## src/design/vps_pkg.sv

```systemverilog
`timescale 1ns / 1ps
`default_nettype none

package vps_pkg;

	// fixed field widths
	localparam int IN_W      = 24;  // force and position request fields
	localparam int DT_W      = 16;  // time step, Q0.16
	localparam int MASS_W    = 24;  // mass, Q16.8
	localparam int SIZE_W    = 12;  // area width / height, whole pixels
	localparam int RAD_W     = 8;   // radius, whole pixels
	localparam int DAMP_W    = 16;  // damping, Q0.16
	localparam int CFG_W     = 24;  // widest register
	localparam int CFG_IDX_W = 3;

	// serial arithmetic
	localparam int MUL_B_W = 32;              // multiplier bits, one per cycle
	localparam int QUO_W   = 32;              // divider quotient bits
	localparam int ACC_W   = IN_W + 2 * DT_W; // |force| * dt * dt plus rounding
	localparam int DIV_SH  = 24;              // divisor is mass * 2^24
	localparam int DAMP_SH = DAMP_W;          // damping product scale

	typedef enum logic [1:0] {
		ACT_INTEGRATE,
		ACT_CONSTRAIN,
		ACT_MOVE,
		ACT_PLACE
	} vps_action_t;

	typedef enum logic [CFG_IDX_W-1:0] {
		CFG_MASS,
		CFG_WIDTH,
		CFG_HEIGHT,
		CFG_PINNED,
		CFG_RADIUS,
		CFG_DAMPING
	} vps_cfg_idx_t;

	localparam logic [MASS_W-1:0] MASS_RST   = 24'd256;
	localparam logic [SIZE_W-1:0] WIDTH_RST  = 12'd800;
	localparam logic [SIZE_W-1:0] HEIGHT_RST = 12'd600;
	localparam logic [RAD_W-1:0]  RAD_RST    = 8'd15;
	localparam logic [DAMP_W-1:0] DAMP_RST   = 16'd5898;  // 0.09

	// status of a serial arithmetic unit
	typedef struct packed {
		logic busy;
		logic done;
	} vps_unit_stat_t;

endpackage

`default_nettype wire

```

## src/design/vps_if.sv

```systemverilog
`timescale 1ns / 1ps
`default_nettype none

interface vps_req_if import vps_pkg::*; ();
	logic                   valid;
	logic                   ready;
	vps_action_t            action;
	logic signed [IN_W-1:0] force_x;
	logic signed [IN_W-1:0] force_y;
	logic [DT_W-1:0]        time_step;
	logic signed [IN_W-1:0] pos_x;
	logic signed [IN_W-1:0] pos_y;

	modport source (output valid, action, force_x, force_y, time_step, pos_x, pos_y,
		input ready);
	modport sink (input valid, action, force_x, force_y, time_step, pos_x, pos_y,
		output ready);
endinterface

interface vps_rsp_if #(parameter int POS_BITS = 24) ();
	logic                       valid;
	logic                       ready;
	logic signed [POS_BITS-1:0] cur_x;
	logic signed [POS_BITS-1:0] cur_y;
	logic                       wall_hit;

	modport source (output valid, cur_x, cur_y, wall_hit, input ready);
	modport sink (input valid, cur_x, cur_y, wall_hit, output ready);
endinterface

`default_nettype wire

```

## src/design/vps_mul.sv

```systemverilog
`timescale 1ns / 1ps
`default_nettype none

// shift-add multiplier, one multiplier bit per cycle
module vps_mul import vps_pkg::*; #(
	parameter int A_W = 24,
	parameter int B_W = 32
) (
	input  wire logic                 clk,
	input  wire logic                 arst_n,
	input  wire logic                 start,
	input  wire logic [A_W-1:0]       a,
	input  wire logic [B_W-1:0]       b,
	output vps_unit_stat_t            stat,
	output logic [A_W+B_W-1:0]        prod
);

	localparam int CNT_W = $clog2(B_W + 1);

	logic [A_W-1:0]     a_q;
	logic [A_W+B_W-1:0] prod_q;
	logic [CNT_W-1:0]   cnt_q;
	logic               busy_q;
	logic               done_q;
	logic [A_W:0]       sum;

	assign sum = {1'b0, prod_q[A_W+B_W-1:B_W]} + (prod_q[0] ? {1'b0, a_q} : '0);

	always_ff @(posedge clk or negedge arst_n) begin
		if (!arst_n) begin
			busy_q <= 1'b0;
			done_q <= 1'b0;
			cnt_q  <= '0;
			a_q    <= '0;
			prod_q <= '0;
		end else begin
			done_q <= 1'b0;
			if (start) begin
				a_q    <= a;
				prod_q <= {{A_W{1'b0}}, b};
				cnt_q  <= CNT_W'(B_W);
				busy_q <= 1'b1;
			end else if (busy_q) begin
				prod_q <= {sum, prod_q[B_W-1:1]};
				cnt_q  <= cnt_q - 1'b1;
				if (cnt_q == CNT_W'(1)) begin
					busy_q <= 1'b0;
					done_q <= 1'b1;
				end
			end
		end
	end

	assign stat.busy = busy_q;
	assign stat.done = done_q;
	assign prod      = prod_q;

endmodule

`default_nettype wire

```

## src/design/vps_div.sv

```systemverilog
`timescale 1ns / 1ps
`default_nettype none

// restoring divider, one quotient bit per cycle
module vps_div import vps_pkg::*; #(
	parameter int N_W = 32,
	parameter int D_W = 24
) (
	input  wire logic           clk,
	input  wire logic           arst_n,
	input  wire logic           start,
	input  wire logic [N_W-1:0] num,
	input  wire logic [D_W-1:0] den,
	output vps_unit_stat_t      stat,
	output logic [N_W-1:0]      quo
);

	localparam int CNT_W = $clog2(N_W + 1);

	logic [D_W-1:0]   den_q;
	logic [D_W-1:0]   rem_q;
	logic [N_W-1:0]   quo_q;
	logic [CNT_W-1:0] cnt_q;
	logic             busy_q;
	logic             done_q;
	logic [D_W:0]     trial;
	logic [D_W:0]     diff;
	logic             ge;

	assign trial = {rem_q, quo_q[N_W-1]};
	assign diff  = trial - {1'b0, den_q};
	assign ge    = (trial >= {1'b0, den_q});

	always_ff @(posedge clk or negedge arst_n) begin
		if (!arst_n) begin
			busy_q <= 1'b0;
			done_q <= 1'b0;
			cnt_q  <= '0;
			den_q  <= '0;
			rem_q  <= '0;
			quo_q  <= '0;
		end else begin
			done_q <= 1'b0;
			if (start) begin
				den_q  <= den;
				rem_q  <= '0;
				quo_q  <= num;
				cnt_q  <= CNT_W'(N_W);
				busy_q <= 1'b1;
			end else if (busy_q) begin
				rem_q <= ge ? diff[D_W-1:0] : trial[D_W-1:0];
				quo_q <= {quo_q[N_W-2:0], ge};
				cnt_q <= cnt_q - 1'b1;
				if (cnt_q == CNT_W'(1)) begin
					busy_q <= 1'b0;
					done_q <= 1'b1;
				end
			end
		end
	end

	assign stat.busy = busy_q;
	assign stat.done = done_q;
	assign quo       = quo_q;

endmodule

`default_nettype wire

```

## src/design/verlet_particle_step.sv

```systemverilog
// Position Verlet step for one 2D particle with wall clamping.
//
// Channels: req (sink) carries one request per handshake: action, forces,
// time step and a position. rsp (source) returns one result per request:
// the current position after the action and a wall hit flag. A request is
// taken when valid and ready are both high at a rising clock edge.
// Configuration: cfg_we/cfg_index/cfg_data write one register per cycle; the user
// must write only while the block is idle, the block itself does not enforce it.
// Path from request accepted to result registered:
//   move, place, or any pinned action: straight to S_OUT
//   constrain: two serial multiplies, one per axis, each followed by clamps
//   integrate: dt^2, then per axis a serial multiply and a serial divide
// The multiplier and divider are shared and bit-serial; one request is
// processed at a time and req.ready is high only when idle, so a new
// request is taken only after the last one has left S_OUT.
// A finished result sits in the rsp register while the next request is
// taken; if rsp is still stalled when that one finishes, it waits.
// Reset: positions go to zero, registers to their defaults, rsp empty.
`timescale 1ns / 1ps
`default_nettype none

module verlet_particle_step import vps_pkg::*; #(
	parameter int POS_BITS  = 24,
	parameter int FRAC_BITS = 8
) (
	input  wire logic                 clk,
	input  wire logic                 arst_n,
	vps_req_if.sink                   req,
	vps_rsp_if.source                 rsp,
	input  wire logic                 cfg_we,
	input  wire logic [CFG_IDX_W-1:0] cfg_index,
	input  wire logic [CFG_W-1:0]     cfg_data
);

	// multiplier operand A holds dt, |force| or |cur - prev|
	localparam int MA   = (POS_BITS + 1 > IN_W) ? POS_BITS + 1 : IN_W;
	localparam int PW   = MA + MUL_B_W;
	// working width for sums ahead of saturation
	localparam int WIDE = ((POS_BITS > QUO_W) ? POS_BITS : QUO_W) + 3;
	localparam logic [PW-1:0] DAMP_HALF = PW'(1) << (DAMP_SH - 1);

	typedef enum logic [3:0] {
		S_IDLE,
		S_TSQ,   // dt * dt
		S_FMUL,  // |force| * dt^2
		S_DIV,   // divide by mass
		S_SUM,   // verlet update of one axis
		S_DMUL,  // |cur - prev| * damping
		S_CLR,   // right / bottom wall
		S_CLL,   // left / top wall
		S_CLP,   // fix prev after a clamp
		S_OUT
	} state_t;

	state_t state_q;

	// config
	logic [MASS_W-1:0] cfg_mass_q;
	logic [SIZE_W-1:0] cfg_width_q;
	logic [SIZE_W-1:0] cfg_height_q;
	logic              cfg_pin_q;
	logic [RAD_W-1:0]  cfg_rad_q;
	logic [DAMP_W-1:0] cfg_damp_q;

	// particle state
	logic signed [POS_BITS-1:0] now_x_q, now_y_q, old_x_q, old_y_q;

	// per-request work
	logic                     axis_q;   // 0 = x, 1 = y
	logic [IN_W-1:0]          fmag_x_q, fmag_y_q;
	logic                     fneg_x_q, fneg_y_q;
	logic [MUL_B_W-1:0]       t_q;      // dt^2
	logic signed [POS_BITS+1:0] vel_q;  // damped velocity
	logic                     ax_hit_q;
	logic                     hit_q;
	vps_action_t              act_q;

	// result register
	logic                       rsp_valid_q;
	logic signed [POS_BITS-1:0] rsp_x_q, rsp_y_q;
	logic                       rsp_hit_q;

	// serial units
	logic               mul_start;
	logic [MA-1:0]      mul_a;
	logic [MUL_B_W-1:0] mul_b;
	vps_unit_stat_t     mul_stat;
	logic [PW-1:0]      mul_prod;
	logic               div_start;
	logic [QUO_W-1:0]   div_num;
	vps_unit_stat_t     div_stat;
	logic [QUO_W-1:0]   div_quo;

	logic accept;
	assign accept    = req.valid && req.ready;
	assign req.ready = (state_q == S_IDLE);

	// result register takes a new value when empty or being drained
	logic rsp_load;
	assign rsp_load = (state_q == S_OUT) && (!rsp_valid_q || rsp.ready);

	function automatic logic signed [POS_BITS-1:0] sat_pos(input logic signed [WIDE-1:0] v);
		logic [WIDE-POS_BITS:0] hi_bits;
		hi_bits = v[WIDE-1:POS_BITS-1];
		if (hi_bits == '0 || hi_bits == '1)
			return $signed(v[POS_BITS-1:0]);
		else if (v[WIDE-1])
			return $signed({1'b1, {(POS_BITS-1){1'b0}}});
		else
			return $signed({1'b0, {(POS_BITS-1){1'b1}}});
	endfunction

	// force magnitudes at the request boundary
	logic [IN_W-1:0] fx_neg, fy_neg;
	assign fx_neg = '0 - req.force_x;
	assign fy_neg = '0 - req.force_y;

	// mass 0 divides as 1
	logic [MASS_W-1:0] m_eff;
	assign m_eff = (cfg_mass_q == '0) ? MASS_W'(1) : cfg_mass_q;

	// axis under work
	logic signed [POS_BITS-1:0] now_sel, old_sel;
	logic [SIZE_W-1:0]          size_sel;
	logic                       fneg_sel;
	assign now_sel  = axis_q ? now_y_q : now_x_q;
	assign old_sel  = axis_q ? old_y_q : old_x_q;
	assign size_sel = axis_q ? cfg_height_q : cfg_width_q;
	assign fneg_sel = axis_q ? fneg_y_q : fneg_x_q;

	logic signed [WIDE-1:0] now_w, old_w, vel_w, r_w, s_w, q_w, term_w;
	assign now_w  = {{(WIDE-POS_BITS){now_sel[POS_BITS-1]}}, now_sel};
	assign old_w  = {{(WIDE-POS_BITS){old_sel[POS_BITS-1]}}, old_sel};
	assign vel_w  = {{(WIDE-POS_BITS-2){vel_q[POS_BITS+1]}}, vel_q};
	assign r_w    = $signed(WIDE'(cfg_rad_q) << FRAC_BITS);
	assign s_w    = $signed(WIDE'(size_sel) << FRAC_BITS);
	assign q_w    = $signed({{(WIDE-QUO_W){1'b0}}, div_quo});
	assign term_w = fneg_sel ? -q_w : q_w;

	logic signed [POS_BITS-1:0] int_val, right_val, left_val, prev_val;
	logic                       right_hit, left_hit;
	assign int_val   = sat_pos((now_w <<< 1) - old_w + term_w);
	assign right_hit = (now_w + r_w) > s_w;
	assign right_val = sat_pos(s_w - r_w);
	assign left_hit  = now_w < r_w;
	assign left_val  = sat_pos(r_w);
	assign prev_val  = sat_pos(now_w + vel_w);

	// velocity magnitude source; in S_CLP the y axis is set up next
	logic                       dm_idx;
	logic signed [POS_BITS-1:0] dm_now, dm_old;
	logic signed [POS_BITS:0]   dm_diff, dm_neg;
	logic [POS_BITS:0]          dm_mag;
	assign dm_idx  = (state_q == S_CLP) ? 1'b1 : axis_q;
	assign dm_now  = dm_idx ? now_y_q : now_x_q;
	assign dm_old  = dm_idx ? old_y_q : old_x_q;
	assign dm_diff = {dm_now[POS_BITS-1], dm_now} - {dm_old[POS_BITS-1], dm_old};
	assign dm_neg  = -dm_diff;
	assign dm_mag  = dm_diff[POS_BITS] ? dm_neg : dm_diff;

	// rounded products
	logic [ACC_W-1:0]         acc_num;
	logic [PW-1:0]            vel_round;
	logic [POS_BITS:0]        vel_mag;
	logic signed [POS_BITS+1:0] vel_pos;
	assign acc_num   = mul_prod[ACC_W-1:0] + ACC_W'({m_eff, {(DIV_SH-1){1'b0}}});
	assign vel_round = mul_prod + DAMP_HALF;
	assign vel_mag   = vel_round[DAMP_SH +: POS_BITS+1];
	assign vel_pos   = $signed({1'b0, vel_mag});

	// unit launches
	always_comb begin
		mul_start = 1'b0;
		mul_a     = '0;
		mul_b     = '0;
		div_start = 1'b0;
		div_num   = acc_num[ACC_W-1:DIV_SH];
		unique case (state_q)
			S_IDLE: begin
				if (accept && !cfg_pin_q && req.action == ACT_INTEGRATE) begin
					mul_start = 1'b1;
					mul_a     = MA'(req.time_step);
					mul_b     = MUL_B_W'(req.time_step);
				end else if (accept && !cfg_pin_q && req.action == ACT_CONSTRAIN) begin
					mul_start = 1'b1;
					mul_a     = MA'(dm_mag);
					mul_b     = MUL_B_W'(cfg_damp_q);
				end
			end
			S_TSQ: begin
				if (mul_stat.done) begin
					mul_start = 1'b1;
					mul_a     = MA'(fmag_x_q);
					mul_b     = mul_prod[MUL_B_W-1:0];
				end
			end
			S_FMUL: div_start = mul_stat.done;
			S_SUM: begin
				if (!axis_q) begin
					mul_start = 1'b1;
					mul_a     = MA'(fmag_y_q);
					mul_b     = t_q;
				end
			end
			S_CLP: begin
				if (!axis_q) begin
					mul_start = 1'b1;
					mul_a     = MA'(dm_mag);
					mul_b     = MUL_B_W'(cfg_damp_q);
				end
			end
			default: ;
		endcase
	end

	vps_mul #(.A_W(MA), .B_W(MUL_B_W)) u_mul (
		.clk    (clk),
		.arst_n (arst_n),
		.start  (mul_start),
		.a      (mul_a),
		.b      (mul_b),
		.stat   (mul_stat),
		.prod   (mul_prod)
	);

	vps_div #(.N_W(QUO_W), .D_W(MASS_W)) u_div (
		.clk    (clk),
		.arst_n (arst_n),
		.start  (div_start),
		.num    (div_num),
		.den    (m_eff),
		.stat   (div_stat),
		.quo    (div_quo)
	);

	// config writes
	always_ff @(posedge clk or negedge arst_n) begin
		if (!arst_n) begin
			cfg_mass_q   <= MASS_RST;
			cfg_width_q  <= WIDTH_RST;
			cfg_height_q <= HEIGHT_RST;
			cfg_pin_q    <= 1'b0;
			cfg_rad_q    <= RAD_RST;
			cfg_damp_q   <= DAMP_RST;
		end else if (cfg_we) begin
			unique case (vps_cfg_idx_t'(cfg_index))
				CFG_MASS:    cfg_mass_q   <= cfg_data[MASS_W-1:0];
				CFG_WIDTH:   cfg_width_q  <= cfg_data[SIZE_W-1:0];
				CFG_HEIGHT:  cfg_height_q <= cfg_data[SIZE_W-1:0];
				CFG_PINNED:  cfg_pin_q    <= cfg_data[0];
				CFG_RADIUS:  cfg_rad_q    <= cfg_data[RAD_W-1:0];
				CFG_DAMPING: cfg_damp_q   <= cfg_data[DAMP_W-1:0];
				default: ;  // unused index, write dropped
			endcase
		end
	end

	// sequencer, particle state and result register
	always_ff @(posedge clk or negedge arst_n) begin
		if (!arst_n) begin
			state_q     <= S_IDLE;
			now_x_q     <= '0;
			now_y_q     <= '0;
			old_x_q     <= '0;
			old_y_q     <= '0;
			axis_q      <= 1'b0;
			fmag_x_q    <= '0;
			fmag_y_q    <= '0;
			fneg_x_q    <= 1'b0;
			fneg_y_q    <= 1'b0;
			t_q         <= '0;
			vel_q       <= '0;
			ax_hit_q    <= 1'b0;
			hit_q       <= 1'b0;
			act_q       <= ACT_INTEGRATE;
			rsp_valid_q <= 1'b0;
			rsp_x_q     <= '0;
			rsp_y_q     <= '0;
			rsp_hit_q   <= 1'b0;
		end else begin
			if (rsp_load)
				rsp_valid_q <= 1'b1;
			else if (rsp.ready)
				rsp_valid_q <= 1'b0;

			unique case (state_q)
				S_IDLE: begin
					if (accept) begin
						act_q    <= req.action;
						hit_q    <= 1'b0;
						fmag_x_q <= req.force_x[IN_W-1] ? fx_neg : req.force_x;
						fmag_y_q <= req.force_y[IN_W-1] ? fy_neg : req.force_y;
						fneg_x_q <= req.force_x[IN_W-1];
						fneg_y_q <= req.force_y[IN_W-1];
						unique case (req.action)
							ACT_INTEGRATE: state_q <= cfg_pin_q ? S_OUT : S_TSQ;
							ACT_CONSTRAIN: state_q <= cfg_pin_q ? S_OUT : S_DMUL;
							ACT_MOVE: begin
								now_x_q <= sat_pos({{(WIDE-IN_W){req.pos_x[IN_W-1]}}, req.pos_x});
								now_y_q <= sat_pos({{(WIDE-IN_W){req.pos_y[IN_W-1]}}, req.pos_y});
								state_q <= S_OUT;
							end
							ACT_PLACE: begin
								now_x_q <= sat_pos({{(WIDE-IN_W){req.pos_x[IN_W-1]}}, req.pos_x});
								now_y_q <= sat_pos({{(WIDE-IN_W){req.pos_y[IN_W-1]}}, req.pos_y});
								old_x_q <= sat_pos({{(WIDE-IN_W){req.pos_x[IN_W-1]}}, req.pos_x});
								old_y_q <= sat_pos({{(WIDE-IN_W){req.pos_y[IN_W-1]}}, req.pos_y});
								state_q <= S_OUT;
							end
						endcase
					end
				end
				S_TSQ: begin
					if (mul_stat.done) begin
						t_q     <= mul_prod[MUL_B_W-1:0];
						state_q <= S_FMUL;
					end
				end
				S_FMUL: begin
					if (mul_stat.done)
						state_q <= S_DIV;
				end
				S_DIV: begin
					if (div_stat.done)
						state_q <= S_SUM;
				end
				S_SUM: begin
					// axes are independent: commit this one now
					if (axis_q) begin
						old_y_q <= now_y_q;
						now_y_q <= int_val;
						state_q <= S_OUT;
					end else begin
						old_x_q <= now_x_q;
						now_x_q <= int_val;
						axis_q  <= 1'b1;
						state_q <= S_FMUL;
					end
				end
				S_DMUL: begin
					if (mul_stat.done) begin
						vel_q    <= dm_diff[POS_BITS] ? -vel_pos : vel_pos;
						ax_hit_q <= 1'b0;
						state_q  <= S_CLR;
					end
				end
				S_CLR: begin
					if (right_hit) begin
						if (axis_q) now_y_q <= right_val;
						else        now_x_q <= right_val;
						ax_hit_q <= 1'b1;
					end
					state_q <= S_CLL;
				end
				S_CLL: begin
					// checked on the value left by the right / bottom clamp
					if (left_hit) begin
						if (axis_q) now_y_q <= left_val;
						else        now_x_q <= left_val;
						ax_hit_q <= 1'b1;
					end
					state_q <= S_CLP;
				end
				S_CLP: begin
					// prev follows the final clamp target plus damped velocity
					if (ax_hit_q) begin
						if (axis_q) old_y_q <= prev_val;
						else        old_x_q <= prev_val;
					end
					hit_q <= hit_q | ax_hit_q;
					if (axis_q) begin
						state_q <= S_OUT;
					end else begin
						axis_q  <= 1'b1;
						state_q <= S_DMUL;
					end
				end
				S_OUT: begin
					if (rsp_load) begin
						rsp_x_q     <= now_x_q;
						rsp_y_q     <= now_y_q;
						rsp_hit_q   <= hit_q;
						axis_q      <= 1'b0;
						state_q     <= S_IDLE;
					end
				end
				default: state_q <= S_IDLE;
			endcase
		end
	end

	assign rsp.valid    = rsp_valid_q;
	assign rsp.cur_x    = rsp_x_q;
	assign rsp.cur_y    = rsp_y_q;
	assign rsp.wall_hit = rsp_hit_q;

	a_mul_free: assert property (@(posedge clk) disable iff (!arst_n)
		mul_start |-> !mul_stat.busy)
		else $error("multiplier launched while busy");

	a_div_free: assert property (@(posedge clk) disable iff (!arst_n)
		div_start |-> !div_stat.busy)
		else $error("divider launched while busy");

	a_idle_quiet: assert property (@(posedge clk) disable iff (!arst_n)
		req.ready |-> (!mul_stat.busy && !div_stat.busy && !axis_q))
		else $error("ready while arithmetic still running");

	a_pinned_hold: assert property (@(posedge clk) disable iff (!arst_n)
		(accept && cfg_pin_q && (req.action == ACT_INTEGRATE || req.action == ACT_CONSTRAIN))
		|=> (now_x_q == $past(now_x_q) && now_y_q == $past(now_y_q)))
		else $error("pinned particle moved");

	a_hit_constrain: assert property (@(posedge clk) disable iff (!arst_n)
		(state_q == S_OUT && hit_q) |-> (act_q == ACT_CONSTRAIN))
		else $error("wall hit outside a constrain request");

endmodule

`default_nettype wire

```

## src/flat_wrapper.sv

```systemverilog
// flat-port wrapper written by rule: the top's interface ports become plain ports
module verlet_particle_step_flat import vps_pkg::*;
#(
	parameter int POS_BITS  = 24,
	parameter int FRAC_BITS = 8
)
  (clk, arst_n, cfg_we, cfg_index, cfg_data, req_valid, req_action, req_force_x, req_force_y, req_time_step, req_pos_x, req_pos_y, req_ready, rsp_valid, rsp_cur_x, rsp_cur_y, rsp_wall_hit, rsp_ready);
  vps_req_if req_i ();
  vps_rsp_if #(.POS_BITS(POS_BITS)) rsp_i ();
  input  wire logic clk;
  input  wire logic arst_n;
  input  wire logic cfg_we;
  input  wire logic [CFG_IDX_W-1:0] cfg_index;
  input  wire logic [CFG_W-1:0] cfg_data;
  input wire logic [$bits(req_i.valid)-1:0] req_valid;
  input wire logic [$bits(req_i.action)-1:0] req_action;
  input wire logic [$bits(req_i.force_x)-1:0] req_force_x;
  input wire logic [$bits(req_i.force_y)-1:0] req_force_y;
  input wire logic [$bits(req_i.time_step)-1:0] req_time_step;
  input wire logic [$bits(req_i.pos_x)-1:0] req_pos_x;
  input wire logic [$bits(req_i.pos_y)-1:0] req_pos_y;
  output wire logic [$bits(req_i.ready)-1:0] req_ready;
  output wire logic [$bits(rsp_i.valid)-1:0] rsp_valid;
  output wire logic [$bits(rsp_i.cur_x)-1:0] rsp_cur_x;
  output wire logic [$bits(rsp_i.cur_y)-1:0] rsp_cur_y;
  output wire logic [$bits(rsp_i.wall_hit)-1:0] rsp_wall_hit;
  input wire logic [$bits(rsp_i.ready)-1:0] rsp_ready;
  assign req_i.valid = req_valid;
  assign req_i.action = req_action;
  assign req_i.force_x = req_force_x;
  assign req_i.force_y = req_force_y;
  assign req_i.time_step = req_time_step;
  assign req_i.pos_x = req_pos_x;
  assign req_i.pos_y = req_pos_y;
  assign req_ready = req_i.ready;
  assign rsp_valid = rsp_i.valid;
  assign rsp_cur_x = rsp_i.cur_x;
  assign rsp_cur_y = rsp_i.cur_y;
  assign rsp_wall_hit = rsp_i.wall_hit;
  assign rsp_i.ready = rsp_ready;
  verlet_particle_step #(.POS_BITS(POS_BITS), .FRAC_BITS(FRAC_BITS)) u_core (.clk(clk), .arst_n(arst_n), .req(req_i), .rsp(rsp_i), .cfg_we(cfg_we), .cfg_index(cfg_index), .cfg_data(cfg_data));
endmodule
```

## config.mk

```make
export PLATFORM = sky130hd
export DESIGN_NAME = verlet_particle_step_flat
export DESIGN_NICKNAME = d
export VERILOG_FILES = /design/src/design/vps_pkg.sv /design/src/design/vps_if.sv /design/src/design/vps_mul.sv /design/src/design/vps_div.sv /design/src/design/verlet_particle_step.sv /design/src/flat_wrapper.sv
export SDC_FILE = /design/constraint.sdc
export NUM_CORES = 2
export LEC_CHECK = 0
export BUFFER_PORTS_ARGS = -buffer_cell sky130_fd_sc_hd__buf_2
export CORE_UTILIZATION = 59
export DETAILED_ROUTE_END_ITERATION = 8
export MAX_ROUTING_LAYER = met4
export PLACE_DENSITY = 0.86
export SKIP_CTS_REPAIR_TIMING = 1
export SLEW_MARGIN = 25
export SYNTH_ARGS = -nofsm -noshare
export SYNTH_HDL_FRONTEND = slang
export SYNTH_SLANG_ARGS = --single-unit
```

## constraint.sdc

```tcl
create_clock -name clk -period 11.6 [get_ports clk]
set_clock_uncertainty 0.05 [all_clocks]
set_input_delay 0.58 -clock clk [delete_from_list [all_inputs] [get_ports clk]]
set_output_delay 0.58 -clock clk [all_outputs]
set_load 0.01 [all_outputs]
```

==> results_dict.tcl <==
set metrics [dict create \
    cts_made_buffers 54 \
    crit_required_ns 12.03 \
    io_buffers 196 \
    ys_async_sr_fraction_pct 100 \
    cts.htree.levels 2 \
    crit_arrival_ns 8.32 \
    first_pass_iters 8 \
    cp-endpoint "u_core.now_y_q[15]" \
    dieArea_um2 64000 \
    syn_inst 4280 \
    timing.setup.tns_ns 0 \
    slew_headroom_pct 26.8 \
    dp_hpwl_mm 96.1 \
    die_y_um 253 \
    wl_per_cell_um 24.5 \
    rsz0062_at_grt "false" \
    synth_top_area_share_pct 33.2 \
    place_congestion 1.19 \
    yosysMostFrequentCell "nand2_1" \
    synth_area_per_cell_um2 8.69 \
    insertion_delay_ns 0.65 \
    root_buffer "clkbuf_16" \
    ctsLongestPathBuffers 3 \
    critical_path.startpoint_type "flop" \
    hold_violations 0 \
    synth_common_cells "497 x nand2_1, 494 x dfrtp_1, 342 x o21ai_0" \
    overflow 0 \
    cts_tree "done" \
    antenna_found_initial 10 \
    synth_area_leaders "dfrtp_1 33%, ha_1 7.6%, nand2_1 5.0%" \
    dr.first_iter.drc_count 3674 \
    synth_cell_type_count 84 \
    drive_above_1_share_pct 13.4 \
    synth-main-ff-cell "dfrtp_1" \
    drv_slew 0 \
    synth_area_um2 37200 \
    synth_fp_nets 4661 \
    grt_pass1_wl_mm 194 \
    via_per_inst 6.62 \
    route.detailed.drc 0 \
    rrSetupSlack_ns 3.72 \
    post-route-period-util_pct 68.0 \
    r2r_cells 26 \
    start_util_pct 59.9 \
    crit_fanout 37 \
    timing.rr.start "u_core.axis_q" \
    gr-usage-all-layers_pct 40.8 \
    coreArea_um2 62100 \
    std_cell_rows 91 \
    fin_crit_ns 7.88 \
    die_x_um 253 \
    max_freq_ghz 0.127 \
    synth_edf_count 0 \
    status "complete, no violations" \
    min_from "cfg_data[23]" \
    vias 34557 \
    cts.clk_slew.worst_paths_ns 0.07 \
    fin_util_pct 65.6 \
    critPathKind "flop to flop" \
    synthToLayoutAreaGrowth_pct 9.42 \
    grt_max_degree 175 \
    io_pins 197 \
    clock_sinks 512 \
    wirelength_mm 128 \
    ys_seq_area_share_pct 34.5 \
    synth-seq-cells 512 \
    worst_pin_slew_ns 1.10 \
    cp-startpoint "u_core.axis_q" \
    yosys_warnings 0 \
    grt_pass1_vias 32566 \
    endpoint_kind "flop" \
    min_path_type "primary input to flop" \
    r2r_end "u_core.now_y_q[15]" \
    synth.largest_area_cell "dfrtp_1" \
    route.antenna.remaining_nets 0 \
    maxCapViolations 0 \
    nNetsFinal 4716 \
    setup_violations 0 \
]
==> metal layers <==
layer	wire length (µm)	global-route usage [%]	vias up
met2	55400	59.4	1911
met1	50600	51.2	16604
met3	12700	8.78	404
met4	9570	26.7	0
li1	-	-	15638
met5	0	-	-
==> stage by stage <==
stage / hold WS, ns / instances / setup WS (ns) / area [µm²]
6_report: 0.124 / 5224 / 3.72 / 40700
2_1_floorplan: 0.234 / 4280 / 3.57 / 37200
3_3_place_gp: 0.408 / 5114 / 4.06 / 38800
4_1_cts: -0.0872 / 5215 / 3.84 / 40700
3_5_place_dp: 0.414 / 5115 / 3.90 / 38800
5_1_grt: 0.119 / 5224 / 3.15 / 40700
==> cell type report <==
class / count / area [µm²]
Clock inverter: 24 / 294
Antenna cell: 8 / 20.0
Timing Repair Buffer: 241 / 1350
Fill cell: 5003 / 21400
Inverter: 127 / 477
Tap cell: 837 / 1050
Multi-Input combinational cell: 3399 / 23100
Clock buffer: 76 / 1600
Sequential cell: 512 / 12800
==> how the worst min path moves through the flow <==
| stage | to | slack [ns] | cells past startpoint |
|---|---|---|---|
| 2_1_floorplan | u_core.ax_hit_q | 0.23 | 0 |
| 3_3_place_gp | u_core.t_q[16] | 0.41 | 2 |
| 3_5_place_dp | u_core.t_q[1] | 0.41 | 2 |
| 4_1_cts | u_core.old_y_q[5] | -0.09 | 1 |
| 5_1_grt | u_core.cfg_mass_q[19] | 0.12 | 2 |
| 6_report | u_core.cfg_mass_q[23] | 0.12 | 2 |
==> flip-flops by register name, indices dropped and copies added (netlist names), 16 cells and up <==
signal              flops
u_core.u_mul.prod      57
u_core.cfg_mass_q      24
u_core.u_mul.a_q       25
u_core.old_y_q         24
u_core.u_div.quo       32
u_core.t_q             32
u_core.now_x_q         24
u_core.fmag_y_q        24
u_core.rsp.cur_x       24
u_core.u_div.den_q     24
u_core.old_x_q         24
u_core.now_y_q         24
u_core.u_div.rem_q     24
u_core.vel_q           26
u_core.cfg_damp_q      16
u_core.rsp.cur_y       24
u_core.fmag_x_q        24
==> cell families (layout without fill, tap and decap cells) <==
| logic type | count (synthesis) | count (layout) | synth area share (%) |
|---|---|---|---|
| xor gates and xnor gates | 315 | 315 | 7.42 |
| other | 0 | 8 | 0 |
| and+or+nand+nor | 1334 | 1334 | 16.7 |
| DFF | 512 | 512 | 34.5 |
| adders and majority gates | 235 | 235 | 8.09 |
| buffers and inverters | 369 | 468 | 3.77 |
| muxes | 274 | 274 | 7.92 |
| AOI/OAI and AO/OA | 1241 | 1241 | 21.6 |
==> cell usage in the layout (no fill, tap or decap), types with 43 or more instances in the layout <==
cell type	instances
a211oi_1	49
buf_2	195
and2_1	43
mux2i_1	112
nor3_1	78
nor2_1	322
nor2b_1	52
a221oi_1	54
dfrtp_1	492
inv_1	127
clkbuf_16	55
nand3_1	75
xor2_1	143
a21o_1	86
nand2_1	495
mux2_2	162
a21oi_1	302
ha_1	226
xnor2_1	172
o21ai_0	342
==> worst max-delay path: stages, from the launching register on <==
cell and delay (ns):
dfrtp_4 0.78, mux2_2 0.45, ha_1 0.37, nor2b_1 0.15, o21ai_0 0.20, a21boi_0 0.15, o21ai_0 0.27, a21oi_1 0.15
o21ai_0 0.25, a31oi_1 0.21, o41a_1 0.43, or2_2 0.34, a31oi_1 0.21, xnor2_1 0.10, ha_1 0.40, a211o_1 0.33
a21oi_1 0.25, a21boi_0 0.14, a211o_1 0.27, a22o_1 0.29, nor3_1 0.21, o2111ai_1 0.14, nor4b_1 0.54, a21boi_4 0.10
buf_4 0.28, a2111oi_0 0.51, a211oi_1 0.08
Power is not shown: default switching activity piles up to over one toggle a cycle in this logic, so the estimate is an artifact.
